[config.mk]
export PLATFORM = sky130hd
export DESIGN_NAME = sparse_triangle_extract_unit_flat
export DESIGN_NICKNAME = d
export VERILOG_FILES = /design/src/rtl/core/ste_pkg.sv /design/src/rtl/core/ste_in_if.sv /design/src/rtl/core/ste_out_if.sv /design/src/rtl/core/sparse_triangle_extract_unit.sv /design/src/rtl/core/ste_cfg.sv /design/src/rtl/core/ste_decide.sv /design/src/flat_wrapper.sv
export SDC_FILE = /design/constraint.sdc
export NUM_CORES = 1
export LEC_CHECK = 0
export ABC_AREA = 1
export BUFFER_PORTS_ARGS = -buffer_cell sky130_fd_sc_hd__buf_2
export CAP_MARGIN = 40
export CORE_MARGIN = 5
export CORE_UTILIZATION = 40
export DETAILED_ROUTE_END_ITERATION = 10
export PLACE_DENSITY = 0.66
export SYNTH_ARGS = -nofsm -noshare
export SYNTH_HDL_FRONTEND = slang
export SYNTH_SLANG_ARGS = --single-unit
[constraint.sdc]
create_clock -name clk -period 8.3 [get_ports clk]
set_input_delay 0.83 -clock clk [delete_from_list [all_inputs] [get_ports clk]]
set_output_delay 0.83 -clock clk [all_outputs]
set_load 0.005 [all_outputs]
[src/rtl/core/ste_pkg.sv]
// Shared types and constants for the sparse triangle extract unit.
package ste_pkg;

	localparam int unsigned IDX_W   = 31;
	localparam int unsigned MODE_W  = 2;
	localparam int unsigned PDATA_W = 32;
	localparam int unsigned PADDR_W = 4;

	localparam logic [IDX_W-1:0] IDX_MAX = {IDX_W{1'b1}};

	typedef enum logic [MODE_W-1:0] {
		MODE_START = 2'd0,
		MODE_ENTRY = 2'd1,
		MODE_END   = 2'd2,
		MODE_NONE  = 2'd3
	} ste_mode_t;

	typedef enum logic {
		KIND_ENTRY   = 1'b0,
		KIND_POINTER = 1'b1
	} ste_kind_t;

	typedef enum logic [1:0] {
		REG_KEEP_BEFORE = 2'd0,
		REG_UNIT_DIAG   = 2'd1,
		REG_SRC_BASE    = 2'd2,
		REG_TGT_BASE    = 2'd3
	} ste_reg_t;

	typedef struct packed {
		logic keep_before;
		logic unit_diag;
		logic src_base;
		logic tgt_base;
	} ste_cfg_t;

	typedef struct packed {
		logic             emit;
		ste_kind_t        kind;
		logic [IDX_W-1:0] out_index;
		logic [IDX_W-1:0] pointer_value;
		logic             clr_cnt;
		logic             inc_seq;
		logic             inc_kept;
	} ste_dec_t;

endpackage

[src/rtl/core/ste_in_if.sv]
// Input item channel: valid/ready handshake with mode, index and value.
interface ste_in_if #(
	parameter int unsigned VALUE_BITS = 64
);
	import ste_pkg::*;

	logic                  valid;
	logic                  ready;
	ste_mode_t             mode;
	logic [IDX_W-1:0]      entry_index;
	logic [VALUE_BITS-1:0] entry_value;

	modport source (output valid, output mode, output entry_index, output entry_value,
		input ready);
	modport sink (input valid, input mode, input entry_index, input entry_value,
		output ready);
endinterface

[src/rtl/core/ste_out_if.sv]
// Result channel: valid/ready handshake with kept entry or sequence pointer.
interface ste_out_if #(
	parameter int unsigned VALUE_BITS = 64
);
	import ste_pkg::*;

	logic                  valid;
	logic                  ready;
	ste_kind_t             kind;
	logic [IDX_W-1:0]      out_index;
	logic [VALUE_BITS-1:0] out_value;
	logic [IDX_W-1:0]      pointer_value;

	modport source (output valid, output kind, output out_index, output out_value,
		output pointer_value, input ready);
	modport sink (input valid, input kind, input out_index, input out_value,
		input pointer_value, output ready);
endinterface

[src/rtl/core/sparse_triangle_extract_unit.sv]
// Top level of the sparse triangle extract unit: staging, counters and result register.
//
//  channel  | dir | handshake          | payload
//  ---------+-----+--------------------+---------------------------------------------
//  item     | in  | valid / ready      | mode, entry_index, entry_value
//  result   | out | valid / ready      | kind, out_index, out_value, pointer_value
//  apb      | in  | psel / penable     | pwrite, paddr, pwdata -> prdata, pready
//
// Flow: one item per clock unless a held result stalls the input stage; the input
// stage captures an item at the accepting edge and the result register takes it
// over once the result register is free.
// Reset: arst_n clears valid flags and both counters and loads the register
// defaults (keep before diagonal, diagonal kept, both bases zero).
// Stalls: a held result blocks the input stage only when that stage has a result
// to hand over; items that emit nothing drain past a stalled output.
module sparse_triangle_extract_unit
	import ste_pkg::*;
#(
	parameter int unsigned INDEX_BITS = 32,
	parameter int unsigned VALUE_BITS = 64
) (
	input  logic               clk,
	input  logic               arst_n,
	ste_in_if.sink             item,
	ste_out_if.source          result,
	input  logic               psel,
	input  logic               penable,
	input  logic               pwrite,
	input  logic [PADDR_W-1:0] paddr,
	input  logic [PDATA_W-1:0] pwdata,
	output logic [PDATA_W-1:0] prdata,
	output logic               pready
);

	localparam logic [INDEX_BITS-1:0] CNT_MAX = {INDEX_BITS{1'b1}};

	ste_cfg_t cfg;
	ste_dec_t dec;

	// Input stage
	logic                  valid_s1;
	ste_mode_t             mode_s1;
	logic [IDX_W-1:0]      index_s1;
	logic [VALUE_BITS-1:0] value_s1;

	// Sequence and kept counters
	logic [INDEX_BITS-1:0] seq_q;
	logic [INDEX_BITS-1:0] kept_q;

	// Result stage
	logic                  valid_s2;
	ste_kind_t             kind_s2;
	logic [IDX_W-1:0]      index_s2;
	logic [VALUE_BITS-1:0] value_s2;
	logic [IDX_W-1:0]      ptr_s2;

	logic s2_free;
	logic s1_adv;
	logic in_fire;

	ste_cfg u_cfg (
		.clk     (clk),
		.arst_n  (arst_n),
		.psel    (psel),
		.penable (penable),
		.pwrite  (pwrite),
		.paddr   (paddr),
		.pwdata  (pwdata),
		.prdata  (prdata),
		.pready  (pready),
		.cfg     (cfg)
	);

	ste_decide #(
		.INDEX_BITS (INDEX_BITS)
	) u_decide (
		.cfg         (cfg),
		.mode        (mode_s1),
		.entry_index (index_s1),
		.seq_cnt     (seq_q),
		.kept_cnt    (kept_q),
		.dec         (dec)
	);

	// The result register frees up when empty or when its transaction completes.
	assign s2_free    = !valid_s2 || result.ready;
	// Advance the input stage when its outcome has somewhere to go.
	assign s1_adv     = valid_s1 && (!dec.emit || s2_free);
	assign item.ready = !valid_s1 || s1_adv;
	assign in_fire    = item.valid && item.ready;

	always_ff @(posedge clk or negedge arst_n) begin
		if (!arst_n) begin
			valid_s1 <= 1'b0;
		end else if (item.ready) begin
			valid_s1 <= item.valid;
		end
	end

	always_ff @(posedge clk) begin
		if (in_fire) begin
			mode_s1  <= item.mode;
			index_s1 <= item.entry_index;
			value_s1 <= item.entry_value;
		end
	end

	// Counters move once per transaction as it leaves the input stage; both saturate.
	always_ff @(posedge clk or negedge arst_n) begin
		if (!arst_n) begin
			seq_q  <= '0;
			kept_q <= '0;
		end else if (s1_adv) begin
			if (dec.clr_cnt) begin
				seq_q  <= '0;
				kept_q <= '0;
			end else begin
				if (dec.inc_seq && seq_q != CNT_MAX) begin
					seq_q <= seq_q + INDEX_BITS'(1);
				end
				if (dec.inc_kept && kept_q != CNT_MAX) begin
					kept_q <= kept_q + INDEX_BITS'(1);
				end
			end
		end
	end

	always_ff @(posedge clk or negedge arst_n) begin
		if (!arst_n) begin
			valid_s2 <= 1'b0;
		end else if (s2_free) begin
			valid_s2 <= s1_adv && dec.emit;
		end
	end

	// Pointer results carry zero index and value; kept entries carry zero pointer.
	always_ff @(posedge clk) begin
		if (s1_adv && dec.emit && s2_free) begin
			kind_s2  <= dec.kind;
			index_s2 <= dec.out_index;
			value_s2 <= (dec.kind == KIND_ENTRY) ? value_s1 : '0;
			ptr_s2   <= dec.pointer_value;
		end
	end

	assign result.valid         = valid_s2;
	assign result.kind          = kind_s2;
	assign result.out_index     = index_s2;
	assign result.out_value     = value_s2;
	assign result.pointer_value = ptr_s2;

	// A start transaction leaves both counters cleared.
	a_start_clears: assert property (@(posedge clk) disable iff (!arst_n)
		s1_adv && mode_s1 == MODE_START |=> seq_q == '0 && kept_q == '0)
		else $error("counters not cleared after start");

	// A kept entry bumps the kept count by one unless it is saturated.
	a_kept_step: assert property (@(posedge clk) disable iff (!arst_n)
		s1_adv && dec.inc_kept && !dec.clr_cnt |=>
		kept_q == $past(kept_q) + INDEX_BITS'(1) || $past(kept_q) == CNT_MAX)
		else $error("kept count did not advance");

	// Only a start transaction may lower the kept count.
	a_kept_monotonic: assert property (@(posedge clk) disable iff (!arst_n)
		!(s1_adv && mode_s1 == MODE_START) |=> kept_q >= $past(kept_q))
		else $error("kept count dropped");

	// A kept entry result never carries a pointer.
	a_entry_no_ptr: assert property (@(posedge clk) disable iff (!arst_n)
		valid_s2 && kind_s2 == KIND_ENTRY |-> ptr_s2 == '0)
		else $error("entry result with nonzero pointer");

	// The input stage never advances an emitting transaction into an occupied result.
	a_no_overwrite: assert property (@(posedge clk) disable iff (!arst_n)
		valid_s2 && !result.ready |=> valid_s2 && $stable(index_s2) && $stable(ptr_s2))
		else $error("held result overwritten");

endmodule

[src/rtl/core/ste_cfg.sv]
// APB-style configuration register file for the sparse triangle extract unit.
module ste_cfg
	import ste_pkg::*;
(
	input  logic               clk,
	input  logic               arst_n,
	input  logic               psel,
	input  logic               penable,
	input  logic               pwrite,
	input  logic [PADDR_W-1:0] paddr,
	input  logic [PDATA_W-1:0] pwdata,
	output logic [PDATA_W-1:0] prdata,
	output logic               pready,
	output ste_cfg_t           cfg
);

	ste_cfg_t cfg_q;
	ste_reg_t reg_sel;
	logic     wr_en;
	logic     rd_bit;

	assign reg_sel = ste_reg_t'(paddr[3:2]);
	assign wr_en   = psel && penable && pwrite;
	assign pready  = 1'b1;
	assign cfg     = cfg_q;

	always_ff @(posedge clk or negedge arst_n) begin
		if (!arst_n) begin
			cfg_q.keep_before <= 1'b1;
			cfg_q.unit_diag   <= 1'b0;
			cfg_q.src_base    <= 1'b0;
			cfg_q.tgt_base    <= 1'b0;
		end else if (wr_en) begin
			case (reg_sel)
				REG_KEEP_BEFORE: cfg_q.keep_before <= pwdata[0];
				REG_UNIT_DIAG:   cfg_q.unit_diag   <= pwdata[0];
				REG_SRC_BASE:    cfg_q.src_base    <= pwdata[0];
				REG_TGT_BASE:    cfg_q.tgt_base    <= pwdata[0];
				default:         cfg_q             <= cfg_q;
			endcase
		end
	end

	always_comb begin
		case (reg_sel)
			REG_KEEP_BEFORE: rd_bit = cfg_q.keep_before;
			REG_UNIT_DIAG:   rd_bit = cfg_q.unit_diag;
			REG_SRC_BASE:    rd_bit = cfg_q.src_base;
			REG_TGT_BASE:    rd_bit = cfg_q.tgt_base;
			default:         rd_bit = 1'b0;
		endcase
	end

	assign prdata = {{(PDATA_W-1){1'b0}}, rd_bit};

endmodule

[src/rtl/core/ste_decide.sv]
// Triangle test, index rebasing and pointer formation for one staged item.
module ste_decide
	import ste_pkg::*;
#(
	parameter int unsigned INDEX_BITS = 32
) (
	input  ste_cfg_t              cfg,
	input  ste_mode_t             mode,
	input  logic [IDX_W-1:0]      entry_index,
	input  logic [INDEX_BITS-1:0] seq_cnt,
	input  logic [INDEX_BITS-1:0] kept_cnt,
	output ste_dec_t              dec
);

	localparam int unsigned CW = (INDEX_BITS > IDX_W) ? INDEX_BITS : IDX_W;
	localparam int unsigned PW = (INDEX_BITS > IDX_W + 1) ? INDEX_BITS : IDX_W + 1;

	logic             neg;
	logic [IDX_W-1:0] minor;
	logic             lt;
	logic             eq;
	logic             keep;
	logic [IDX_W:0]   oi_sum;
	logic [IDX_W-1:0] oi;
	logic [PW-1:0]    kept_ext;
	logic [IDX_W:0]   ptr_sum;
	logic [IDX_W-1:0] ptr;

	// An index below the source base sits before every sequence index.
	assign neg   = (entry_index == '0) && cfg.src_base;
	assign minor = neg ? '0 : entry_index - IDX_W'(cfg.src_base);
	assign lt    = neg || (CW'(minor) < CW'(seq_cnt));
	assign eq    = !neg && (CW'(minor) == CW'(seq_cnt));

	always_comb begin
		if (eq) begin
			keep = !cfg.unit_diag;
		end else if (cfg.keep_before) begin
			keep = lt;
		end else begin
			keep = !lt;
		end
	end

	assign oi_sum = {1'b0, minor} + (IDX_W+1)'(cfg.tgt_base);
	assign oi     = neg ? '0 : (oi_sum[IDX_W] ? IDX_MAX : oi_sum[IDX_W-1:0]);

	// Saturate the pointer at the top of the 31-bit output range.
	assign kept_ext = PW'(kept_cnt);
	assign ptr_sum  = {1'b0, kept_ext[IDX_W-1:0]} + (IDX_W+1)'(cfg.tgt_base);

	always_comb begin
		if (kept_ext > PW'(IDX_MAX)) begin
			ptr = IDX_MAX;
		end else if (ptr_sum[IDX_W]) begin
			ptr = IDX_MAX;
		end else begin
			ptr = ptr_sum[IDX_W-1:0];
		end
	end

	always_comb begin
		dec               = '0;
		dec.kind          = KIND_POINTER;
		case (mode)
			MODE_START: begin
				dec.emit          = 1'b1;
				dec.clr_cnt       = 1'b1;
				dec.pointer_value = cfg.tgt_base ? IDX_W'(1) : '0;
			end
			MODE_END: begin
				dec.emit          = 1'b1;
				dec.inc_seq       = 1'b1;
				dec.pointer_value = ptr;
			end
			MODE_ENTRY: begin
				dec.emit      = keep;
				dec.inc_kept  = keep;
				dec.kind      = KIND_ENTRY;
				dec.out_index = oi;
			end
			default: begin
				dec.emit = 1'b0;
			end
		endcase
	end

endmodule

[src/flat_wrapper.sv]
// flat-port wrapper written by rule: the top's interface ports become plain ports
module sparse_triangle_extract_unit_flat import ste_pkg::*;
#(
	parameter int unsigned INDEX_BITS = 32,
	parameter int unsigned VALUE_BITS = 64
)
  (clk, arst_n, psel, penable, pwrite, paddr, pwdata, prdata, pready, item_valid, item_mode, item_entry_index, item_entry_value, item_ready, result_valid, result_kind, result_out_index, result_out_value, result_pointer_value, result_ready);
  ste_in_if #(.VALUE_BITS(VALUE_BITS)) item_i ();
  ste_out_if #(.VALUE_BITS(VALUE_BITS)) result_i ();
  input  logic clk;
  input  logic arst_n;
  input  logic psel;
  input  logic penable;
  input  logic pwrite;
  input  logic [PADDR_W-1:0] paddr;
  input  logic [PDATA_W-1:0] pwdata;
  output logic [PDATA_W-1:0] prdata;
  output logic pready;
  input wire logic [$bits(item_i.valid)-1:0] item_valid;
  input wire logic [$bits(item_i.mode)-1:0] item_mode;
  input wire logic [$bits(item_i.entry_index)-1:0] item_entry_index;
  input wire logic [$bits(item_i.entry_value)-1:0] item_entry_value;
  output wire logic [$bits(item_i.ready)-1:0] item_ready;
  output wire logic [$bits(result_i.valid)-1:0] result_valid;
  output wire logic [$bits(result_i.kind)-1:0] result_kind;
  output wire logic [$bits(result_i.out_index)-1:0] result_out_index;
  output wire logic [$bits(result_i.out_value)-1:0] result_out_value;
  output wire logic [$bits(result_i.pointer_value)-1:0] result_pointer_value;
  input wire logic [$bits(result_i.ready)-1:0] result_ready;
  assign item_i.valid = item_valid;
  assign item_i.mode = item_mode;
  assign item_i.entry_index = item_entry_index;
  assign item_i.entry_value = item_entry_value;
  assign item_ready = item_i.ready;
  assign result_valid = result_i.valid;
  assign result_kind = result_i.kind;
  assign result_out_index = result_i.out_index;
  assign result_out_value = result_i.out_value;
  assign result_pointer_value = result_i.pointer_value;
  assign result_i.ready = result_ready;
  sparse_triangle_extract_unit #(.INDEX_BITS(INDEX_BITS), .VALUE_BITS(VALUE_BITS)) u_core (.clk(clk), .arst_n(arst_n), .item(item_i), .result(result_i), .psel(psel), .penable(penable), .pwrite(pwrite), .paddr(paddr), .pwdata(pwdata), .prdata(prdata), .pready(pready));
endmodule
# After elaboration in Yosys (flattened, before gate mapping)
# Cells that the tools add are included.
word_totals:
  ff_bits: 294
  input_bits: 140
  wordCells: 83
  out_inout_bits: 162
classes:
  n_bitwise: 1
  order_cmp: 2
  add_sub_neg: 5
  mux: 19
  n_eq_ne: 8
  reduce_logical: 33
op_table:
  columns: ["operator", "count"]
  rows:
  - ["$mux 32", 5]
  - ["$mux 31", 5]
  - ["$add 31x1->32", 2]
  - ["$add 32x1->32 const B", 2]
  - ["$ne 32x32->1 const B", 2]
  - ["$pmux 31 s2", 1]
  - ["$eq 31x32->1", 1]
  - ["$gt 32x31->1 const B", 1]
  - ["$lt 31x32->1", 1]
  - ["$logic_not 31->1", 1]
  - ["$sub 31x1->31", 1]
  - ["$reduce_and 2->1", 6]
  - ["$logic_and 1x1->1", 10]
  - ["$eq 2x2->1 const B", 3]
  - ["$logic_not 1->1", 6]
  - ["$mux 1", 6]
  - ["$eq 2x1->1 const B", 2]
  - ["$logic_not 2->1", 2]
  - ["$logic_or 1x1->1", 4]
  - ["$pmux 1 s4", 1]
  - ["$reduce_bool 2->1", 2]
  - ["$reduce_or 2->1", 2]
  - ["$pmux 1 s2", 1]
  - ["$not 1->1", 1]

# Longest topological paths before layout
# Gate-level depths: netlist (run 1).
logic_depth:
  depth_word: 14
  depth_mapped: 32
  mapped_depth_nobuf: 31

# Cells and area by module
# Synthesis (run 1) repeated with hierarchy kept, for this count alone.
hier_totals:
  cells_unflattened: 2040
  hier_area_um2: 16927.5
by_module_without_submodules:
  columns: ["mod", "cells_each", "seq_area_each_um2", "instances", "area_per_inst_um2"]
  rows:
  - ["sparse_triangle_extract_unit", 1140, 8378.0, 1, 11945.2]
  - ["ste_decide", 830, 0.0, 1, 4489.3]
  - ["ste_cfg", 70, 101.3, 1, 493.0]

# Worst setup path before layout (run 1)
# Ideal clock, no wire load.
synth_path:
  kind: "flip-flop to flip-flop"
  from: "register u_core.index_s1[0]"
  to: "register u_core.kind_s2 (netlist: u_core.result.kind), enable pin"
  required_time_ns: 7.820
  stages_incl_launch_ff: 32
  n_path_buf: 1
  setup_ns: 0.480
  path_slack_ns: 1.802
  synth_period_minus_slack_ns: 6.498
  t_arrival_ns: 6.018
  path_cell_list: "edfxtp_1 -> inv_1 -> ha_1 -> ha_1 -> nand2_2 -> nor2_4 -> nand3_1 -> nor2_1 -> nand3_1 -> nor2_1 -> nand3_1 -> nor2_1 -> nand3b_1 -> inv_1 -> ha_1 -> inv_1 -> nor4_1 -> inv_1 -> nor2_1 -> nand3_1 -> nor2_1 -> nor2_1 -> nand2_1 -> nand2_1 -> nand2_1 -> nand3_2 -> nand2_1 -> nand2_2 -> nand2_4 -> buf_8 -> nand3_1 -> inv_1"
synth_between:
  elab_chain_cells: 14
  elab_cells_between_ends: 18
  classes_between: "add/sub: 1; order compare: 1; eq/ne: 1; mux: 4; reduce/logical: 11"
synth_lines:
  columns: ["item", "line", "text"]
  rows:
  - ["start: declaration", "sparse_triangle_extract_unit.sv:43", "logic [IDX_W-1:0] index_s1;"]
  - ["start signal: assignment", "sparse_triangle_extract_unit.sv:103", "index_s1 <= item.entry_index;"]
  - ["branches (longest 7 deep; another with $lt 31x32->1)", null, null]
  - ["$mux 1 (*)", "ste_decide.sv:36", "if (eq) begin"]
  - ["$pmux 1 s2 (*)", "ste_decide.sv:65", "case (mode)"]
  - ["$logic_not 1->1", "sparse_triangle_extract_unit.sv:88", "assign s1_adv = valid_s1 && (!dec.emit || s2_free);"]
  - ["$logic_or 1x1->1", "sparse_triangle_extract_unit.sv:88", null]
  - ["$logic_and 1x1->1", "sparse_triangle_extract_unit.sv:88", null]
  - ["$logic_and 1x1->1 (*) (2 in a row)", "sparse_triangle_extract_unit.sv:138", "if (s1_adv && dec.emit && s2_free) begin"]
  - ["end signal: assignment", "sparse_triangle_extract_unit.sv:139", "kind_s2 <= dec.kind;"]
  - ["end: declaration", "sparse_triangle_extract_unit.sv:52", "ste_kind_t kind_s2;"]
# Every way passes the cells marked *.
# A chain may end at the register's enable or synchronous reset.

# Worst setup path after layout (run 1)
layout_path:
  from: "register u_core.u_cfg.cfg_q, in the netlist u_core.u_cfg.cfg[1]"
  to: "register u_core.value_s2[49] (netlist: u_core.result.out_value[49]), enable pin"
layout_between:
  elab_chain_cells: 13
  elab_cells_between_ends: 17
  classes_between: "add/sub: 1; order compare: 1; eq/ne: 1; mux: 4; reduce/logical: 10"
layout_lines:
  columns: ["item", "line", "text"]
  rows:
  - ["start: declaration", "ste_cfg.sv:17", "ste_cfg_t cfg_q;"]
  - ["start signal: assignment", "ste_cfg.sv:39", "default: cfg_q <= cfg_q;"]
  - ["$sub 31x1->31 / $logic_and 1x1->1 (equally long branches)", "ste_decide.sv:31, ste_decide.sv:30", null]
  - ["$mux 31", "ste_decide.sv:31", "assign minor = neg ? '0 : entry_index - IDX_W'(cfg.src_base);"]
  - ["$lt 31x32->1", "ste_decide.sv:32", "assign lt = neg || (CW'(minor) < CW'(seq_cnt));"]
  - ["$logic_or 1x1->1", "ste_decide.sv:32", null]
  - ["$logic_not 1->1", "ste_decide.sv:41", "keep = !lt;"]
  - ["$mux 1", "ste_decide.sv:38", "end else if (cfg.keep_before) begin"]
  - ["$mux 1 (*)", "ste_decide.sv:36", null]
  - ["$pmux 1 s2 (*)", "ste_decide.sv:65", null]
  - ["$logic_not 1->1", "sparse_triangle_extract_unit.sv:88", null]
  - ["$logic_or 1x1->1", "sparse_triangle_extract_unit.sv:88", null]
  - ["$logic_and 1x1->1", "sparse_triangle_extract_unit.sv:88", null]
  - ["$logic_and 1x1->1 (*) (2 in a row)", "sparse_triangle_extract_unit.sv:138", null]
  - ["end signal: assignment", "sparse_triangle_extract_unit.sv:141", "value_s2 <= (dec.kind == KIND_ENTRY) ? value_s1 : '0;"]
  - ["end: declaration", "sparse_triangle_extract_unit.sv:54", "logic [VALUE_BITS-1:0] value_s2;"]
# Mark *: on every way between the ends. The rest lies on a longest branch, timed or not.

==> run metrics, run 1 <==
minimum hold slack 0.265 ns; nets@finish 2,241; commonest non-fill, non-tap cell in the layout nand2_1; Critical Path Start Type register; routed wire length 44.3 mm; worst clock skew 0.0219 ns; final setup margin 1.91 ns; power share of the sequential group 0.474; GPL Wtd Cong 0.928; layout cells sized above 1 0.179; I/O Pins 302; Wirelength per Cell 16.9 um; antenna-violating nets left 0; Port-buffer cells 236; CP top delay family simple AND/OR/NAND/NOR gates; post-place setup slack 2.00 ns; Die ar. 44,900 um2; post-DP HPWL 33.6 mm; number of flops mapped to enable cells by yosys 224; number of synthesis warnings 0; P_int 2.82 mW; clock group share of total power 0.404; RSZ-0062 raised after global routing no; drt via density 5.03; switching power 0.971 mW; Final Max Slew Viols 0; CP required 8.52 ns; final instance area 19,100 um2; clock-pin slew on the worst setup and hold paths 0.06 ns; Peak VDD IR 0.000151 V; synth top area cells edfxtp_1 41%, dfrtp_1 11%, nand2_1 8.0%; min Tclk post-route 6.39 ns; Worst path slowest cell dfrtp_1; initial antenna violation count 0; first-pass GRT wire length 69.0 mm; TNS Setup 0 ns; Layout area overhead 17.0%; Switching Share 0.256; GRT Util Overall 0.191; total grt overflow 0; Synth area leader edfxtp_1; Synth Flop Type edfxtp_1; area of the core 40,600 um2; Synth top area share 0.412; Max Cap Viol 0; Leak 8.28 nW; clock sinks 294; crit-path max FO 67; HP Class primary input to async pin; Async SR Flop Fraction 0.238; worst path bufs/invs 5; Max-slew headroom 0.414; status finished, final reports clean; fin crit share 0.770; clock tree buffer depth 3; TritonCTS clock tree yes; PostCTS Resize Cnt 0; htree depth 1; Synth cell types 55; Worst Tran Pin Value 0.876 ns; DRC 0; Fmax 156 MHz; Comb power frac 0.123; PwrDens 198 nW/um2; Root Buffer clkbuf_16; kind of critical path register to register; crit end category register; die height 212 um; Synth Instances 1,842; Post-CTS Repair Setup Buffers 0; DRT iter0 DRCs 852; Diodes inserted 0; Setup Viol. Count Final 0; Post-Syn Area per Cell 8.86 um2; Vias 13,200; number of global-route vias before repair 12,600; Die W 212 um; Top cell by count, worst path nor2_1; row count 74; CP max stage delay 0.57 ns; WP data arrival 6.61 ns; pin count of the biggest net entering global routing 69; DP Area 17,900 um2; Seq/Total Area, Yosys 0.520; drt pass-1 iters 8; initial core utilization 0.402; synthesized cell area 16,300 um2; Hold-fix buffers, CTS 0; Yosys reg bits 294; clk_lat worst skew 0.58 ns; Final Hold Viols 0; most frequent cells in the layout 348 x nand2_1, 300 x nor2_1, 241 x inv_1; cts bufs inserted 31
metal layers:
| layer | wire length (um) | vias up | GRT usage |
|---|---|---|---|
| li1 | - | 6438 | - |
| met1 | 18600 | 6247 | 0.256 |
| met2 | 22000 | 407 | 0.332 |
| met3 | 2470 | 82 | 0.0210 |
| met4 | 1200 | 0 | 0.0498 |
| met5 | 0 | - | 0 |
per-stage QoR:
step | instances | util | power (mW)
4_1_cts | 2620 | 0.471 | 3.83
3_5_place_dp | 2562 | 0.442 | 2.29
6_report | 2620 | 0.471 | 3.79
2_1_floorplan | 1872 | - | 2.10
3_3_place_gp | 2556 | 0.440 | 2.27
5_1_grt | 2620 | 0.471 | 3.95
sequential cells by signal, summed over array words and instances, names as in the netlist:
name                         cells
u_core.index_s1                 31
u_core.kept_q                   32
u_core.mode_s1                   2
u_core.result.kind               1
u_core.result.out_index         31
u_core.result.out_value         64
u_core.result.pointer_value     31
u_core.result.valid              1
u_core.seq_q                    32
u_core.u_cfg.cfg                 4
u_core.valid_s1                  1
u_core.value_s1                 64
synthesized netlist by cell type, drive strengths merged, types with 2 or more instances:
master / number
nand2: 359
nor2: 326
inv: 253
edfxtp: 224
nand4: 96
nand3: 83
xor2: 80
dfrtp: 69
buf: 56
nor3: 50
a21oi: 46
ha: 38
clkbuf: 36
o21ai: 31
nor4: 27
xnor2: 26
or2: 7
a31oi: 6
nor3b: 4
o21bai: 3
a211oi: 2
and2: 2
and3: 2
conb: 2
nand3b: 2
o21a: 2
o221ai: 2
path summary, 6_finish.rpt:
path                                                     to                  from  cells after the start  slack (ns)
worst min-delay path                      u_core.kept_q[11]                arst_n                      2        0.27
max in group asynchronous                  u_core.seq_q[14]                arst_n                      3        7.46
worst max register to register  u_core.result.out_value[49]   u_core.u_cfg.cfg[1]                     30        1.91
min in group clk                        u_core.value_s1[10]  item_entry_value[10]                      1        0.44
worst min register to register             u_core.seq_q[20]      u_core.seq_q[20]                      2        0.48
worst max-delay path            u_core.result.out_value[49]   u_core.u_cfg.cfg[1]                     30        1.91
area by class of cell:
cell class | count | area, um2
fill | 3875 | 21500
sequential | 294 | 8480
multi-input combinational | 1232 | 6470
timing repair buffer | 250 | 1370
inverter | 254 | 961
clock buffer | 34 | 787
tap | 532 | 666
clock inverter | 24 | 355
power groups by stage:
stage / Clock [mW] / Sequential (mW) / Combinational (mW)
4_1_cts: 1.57 / 1.79 / 0.471
3_5_place_dp: 0 / 1.82 / 0.467
3_3_place_gp: 0 / 1.82 / 0.451
2_1_floorplan: 0 / 1.81 / 0.285
5_1_grt: 1.63 / 1.80 / 0.521
6_report: 1.53 / 1.79 / 0.465
cell families (layout without fill, tap and decap cells):
group / after synthesis / in the layout / synth area share
and+or+nand+nor: 959 / 959 / 0.269
buffers and inverters: 346 / 562 / 0.0920
DFF: 294 / 294 / 0.520
xor gates and xnor gates: 106 / 106 / 0.0569
AOI/OAI and AO/OA: 97 / 97 / 0.0326
adders and majority gates: 38 / 38 / 0.0291
other: 2 / 32 / 0.000460
Note: power is estimated with default switching activity, not from simulation.
==> run 2: changes to the inputs <==
- PLACE_DENSITY: 0.66 -> 0.68
- clock period: 8.3 -> 5.2 ns (I/O delays scaled with it)
==> run metrics, run 2 (synthesis results as in run 1) <==
commonest non-fill, non-tap cell in the layout nand2_1 (unchanged); final instance area 19,400 um2 (was 19,100 um2); pin count of the biggest net entering global routing 67 (was 69); reg2reg end u_core.result.out_value[40] (was u_core.result.out_value[49]); fillers 3,876 (was 3,875); Max-slew headroom 0.429 (was 0.414); total grt overflow 0 (unchanged); Worst path slowest cell edfxtp_1 (was dfrtp_1); switching power 1.58 mW (was 0.971 mW); CP max stage delay 0.51 ns (was 0.57 ns); status finished, final reports clean (unchanged); Vias 13,100 (was 13,200); Comb power frac 0.128 (was 0.123); Critical Path Start Type register (unchanged); Register Area 8480 um2 (unchanged); Die ar. 44,900 um2 (unchanged); P_int 4.45 mW (was 2.82 mW); cell count along the critical path 24 (was 30); clock-pin slew on the worst setup and hold paths 0.06 ns (about the same); row count 74 (unchanged); Leak 8.44 nW (was 8.28 nW); power share of the sequential group 0.475 (was 0.474); met2 Usage GRT 0.333 (was 0.332); drt pass-1 iters 6 (was 8); die height 212 um (unchanged); DRT iter0 DRCs 965 (was 852); worst clock skew 0.0229 ns (was 0.0219 ns); worst path bufs/invs 3 (was 5); GR peak layer met2 (unchanged); Final Hold Viols 0 (unchanged); initial antenna violation count 1 (was 0); Reg2Reg Depth 28 (was 30); final non-filler cell total 2,647 (was 2,620); crit-path max FO 14 (was 67); global routing usage on met3 0.0341 (was 0.0210); htree depth 2 (was 1); clk_lat worst skew 0.55 ns (was 0.58 ns); HP Class primary input to async pin (unchanged); kind of critical path register to output pin (was register to register); clock sinks 294 (unchanged); Setup Viol. Count Final 0 (unchanged); area of the multi-input gates 6610 um2 (was 6470 um2); GRT Util Overall 0.193 (was 0.191); nets@finish 2,267 (was 2,241); crit end category output pin (was register); initial core utilization 0.402 (unchanged); antenna-violating nets left 0 (unchanged); CP top delay family simple AND/OR/NAND/NOR gates (unchanged); DP Area 18,100 um2 (was 17,900 um2); Peak VDD IR 0.000244 V (was 0.000151 V); Max Cap Viol 0 (unchanged); fin crit share 0.936; met1 Use GR 0.250 (was 0.256); Critical Path, Cell by Cell nor2_4, nand2_1, nor2_2, and2_4, nand2_8, inv_6, nor2_1, nand2_1, inv_1, ha_1, nand2_1, nor2_1, nand3_1, nor2_1, nand3_1, nor2_1, nor2_1, nand2_1, nand3_1, nand3_2, nand2_1, nand2_2, nand3_2, buf_2; Die W 212 um (unchanged); PwrDens 311 nW/um2 (was 198 nW/um2); DRC 0 (unchanged); area of the core 40,600 um2 (unchanged); layout cells sized above 1 0.198 (was 0.179); minimum hold slack 0.00116 ns (was 0.265 ns); Fmax 205 MHz; I/O Pins 302 (unchanged); min Tclk post-route 4.87 ns; post-DP HPWL 34.3 mm (was 33.6 mm); most frequent cells in the layout 347 x nand2_1, 294 x nor2_1, 238 x inv_1 (was 348 x nand2_1, 300 x nor2_1, 241 x inv_1); TNS Setup 0 ns (unchanged); clock group share of total power 0.397 (was 0.404); Port-buffer cells 236 (unchanged); Wirelength per Cell 17.0 um (was 16.9 um); number of global-route vias before repair 12,600 (about the same); cts bufs inserted 34 (was 31); Root Buffer clkbuf_16 (unchanged); R2R Path Start u_core.index_s1[11] (was u_core.u_cfg.cfg[1]); clock tree buffer depth 3 (unchanged); Hold-fix buffers, CTS 0 (unchanged); Final Max Slew Viols 0 (unchanged); placed cells 2,575 (was 2,562); Worst Tran Pin Value 0.853 ns (was 0.876 ns); R2R setup slack 0.46 ns (was 1.91 ns); first-pass GRT wire length 68.6 mm (was 69.0 mm); GPL Wtd Cong 0.935 (was 0.928); Switching Share 0.262 (was 0.256); TritonCTS clock tree yes (unchanged); routed wire length 45.0 mm (was 44.3 mm); WP data arrival 4.35 ns (was 6.61 ns); Layout area overhead 19.1% (was 17.0%); drt via density 4.96 (was 5.03); CP required 4.68 ns (was 8.52 ns)
run 2: metal layers:
layer | routed length [um] | share of wire | up-vias
li1 | - | - | 6496
met1 | 18500 | 0.41 | 6151
met2 | 22300 | 0.50 | 407
met3 | 2940 | 0.065 | 72
met4 | 1210 | 0.027 | 0
met5 | 0 | 0 | -
run 2: power groups by stage:
stage / Combinational, mW / Sequential, mW / Clock (mW)
3_3_place_gp: 0.745 / 2.90 / 0
5_1_grt: 0.864 / 2.88 / 2.56
4_1_cts: 0.766 / 2.86 / 2.46
6_report: 0.774 / 2.87 / 2.40
2_1_floorplan: 0.461 / 2.89 / 0
3_5_place_dp: 0.763 / 2.91 / 0
run 2: per-stage QoR:
step | utilization | total power, mW | worst slack (ns)
global placement | 0.446 | 3.65 | 0.329
finish | 0.479 | 6.04 | 0.331
CTS | 0.474 | 6.09 | 0.0169
floorplan | - | 3.35 | -0.415
global route | 0.479 | 6.31 | -0.0116
detailed placement | 0.447 | 3.67 | 0.338
run 2: final cells by class:
class / instances / share of cell area
diodes: 3 / 0.000387
repair buffers: 273 / 0.0807
flip-flops and latches: 294 / 0.437
clock inverters: 17 / 0.0120
well taps: 532 / 0.0343
clock buffers: 42 / 0.0459
inverters: 254 / 0.0497
multi-input cells: 1232 / 0.340
run 2: repair_timing:
item | in CTS | in global routing
buffers inserted | 0 | 10
resized for setup | 0 | 27
endpoints found under the setup margin | 0 | 243
run 2: how the worst max path moves through the flow:
stage / from / end / slack, ns
floorplan: u_core.index_s1[0] / u_core.result.kind / -0.41
global placement: u_core.index_s1[11] / u_core.value_s1[25] / 0.33
detailed placement: u_core.index_s1[11] / u_core.value_s1[2] / 0.34
CTS: u_core.index_s1[11] / item_ready / 0.02
global route: u_core.index_s1[3] / item_ready / -0.01
finish: u_core.index_s1[11] / item_ready / 0.33
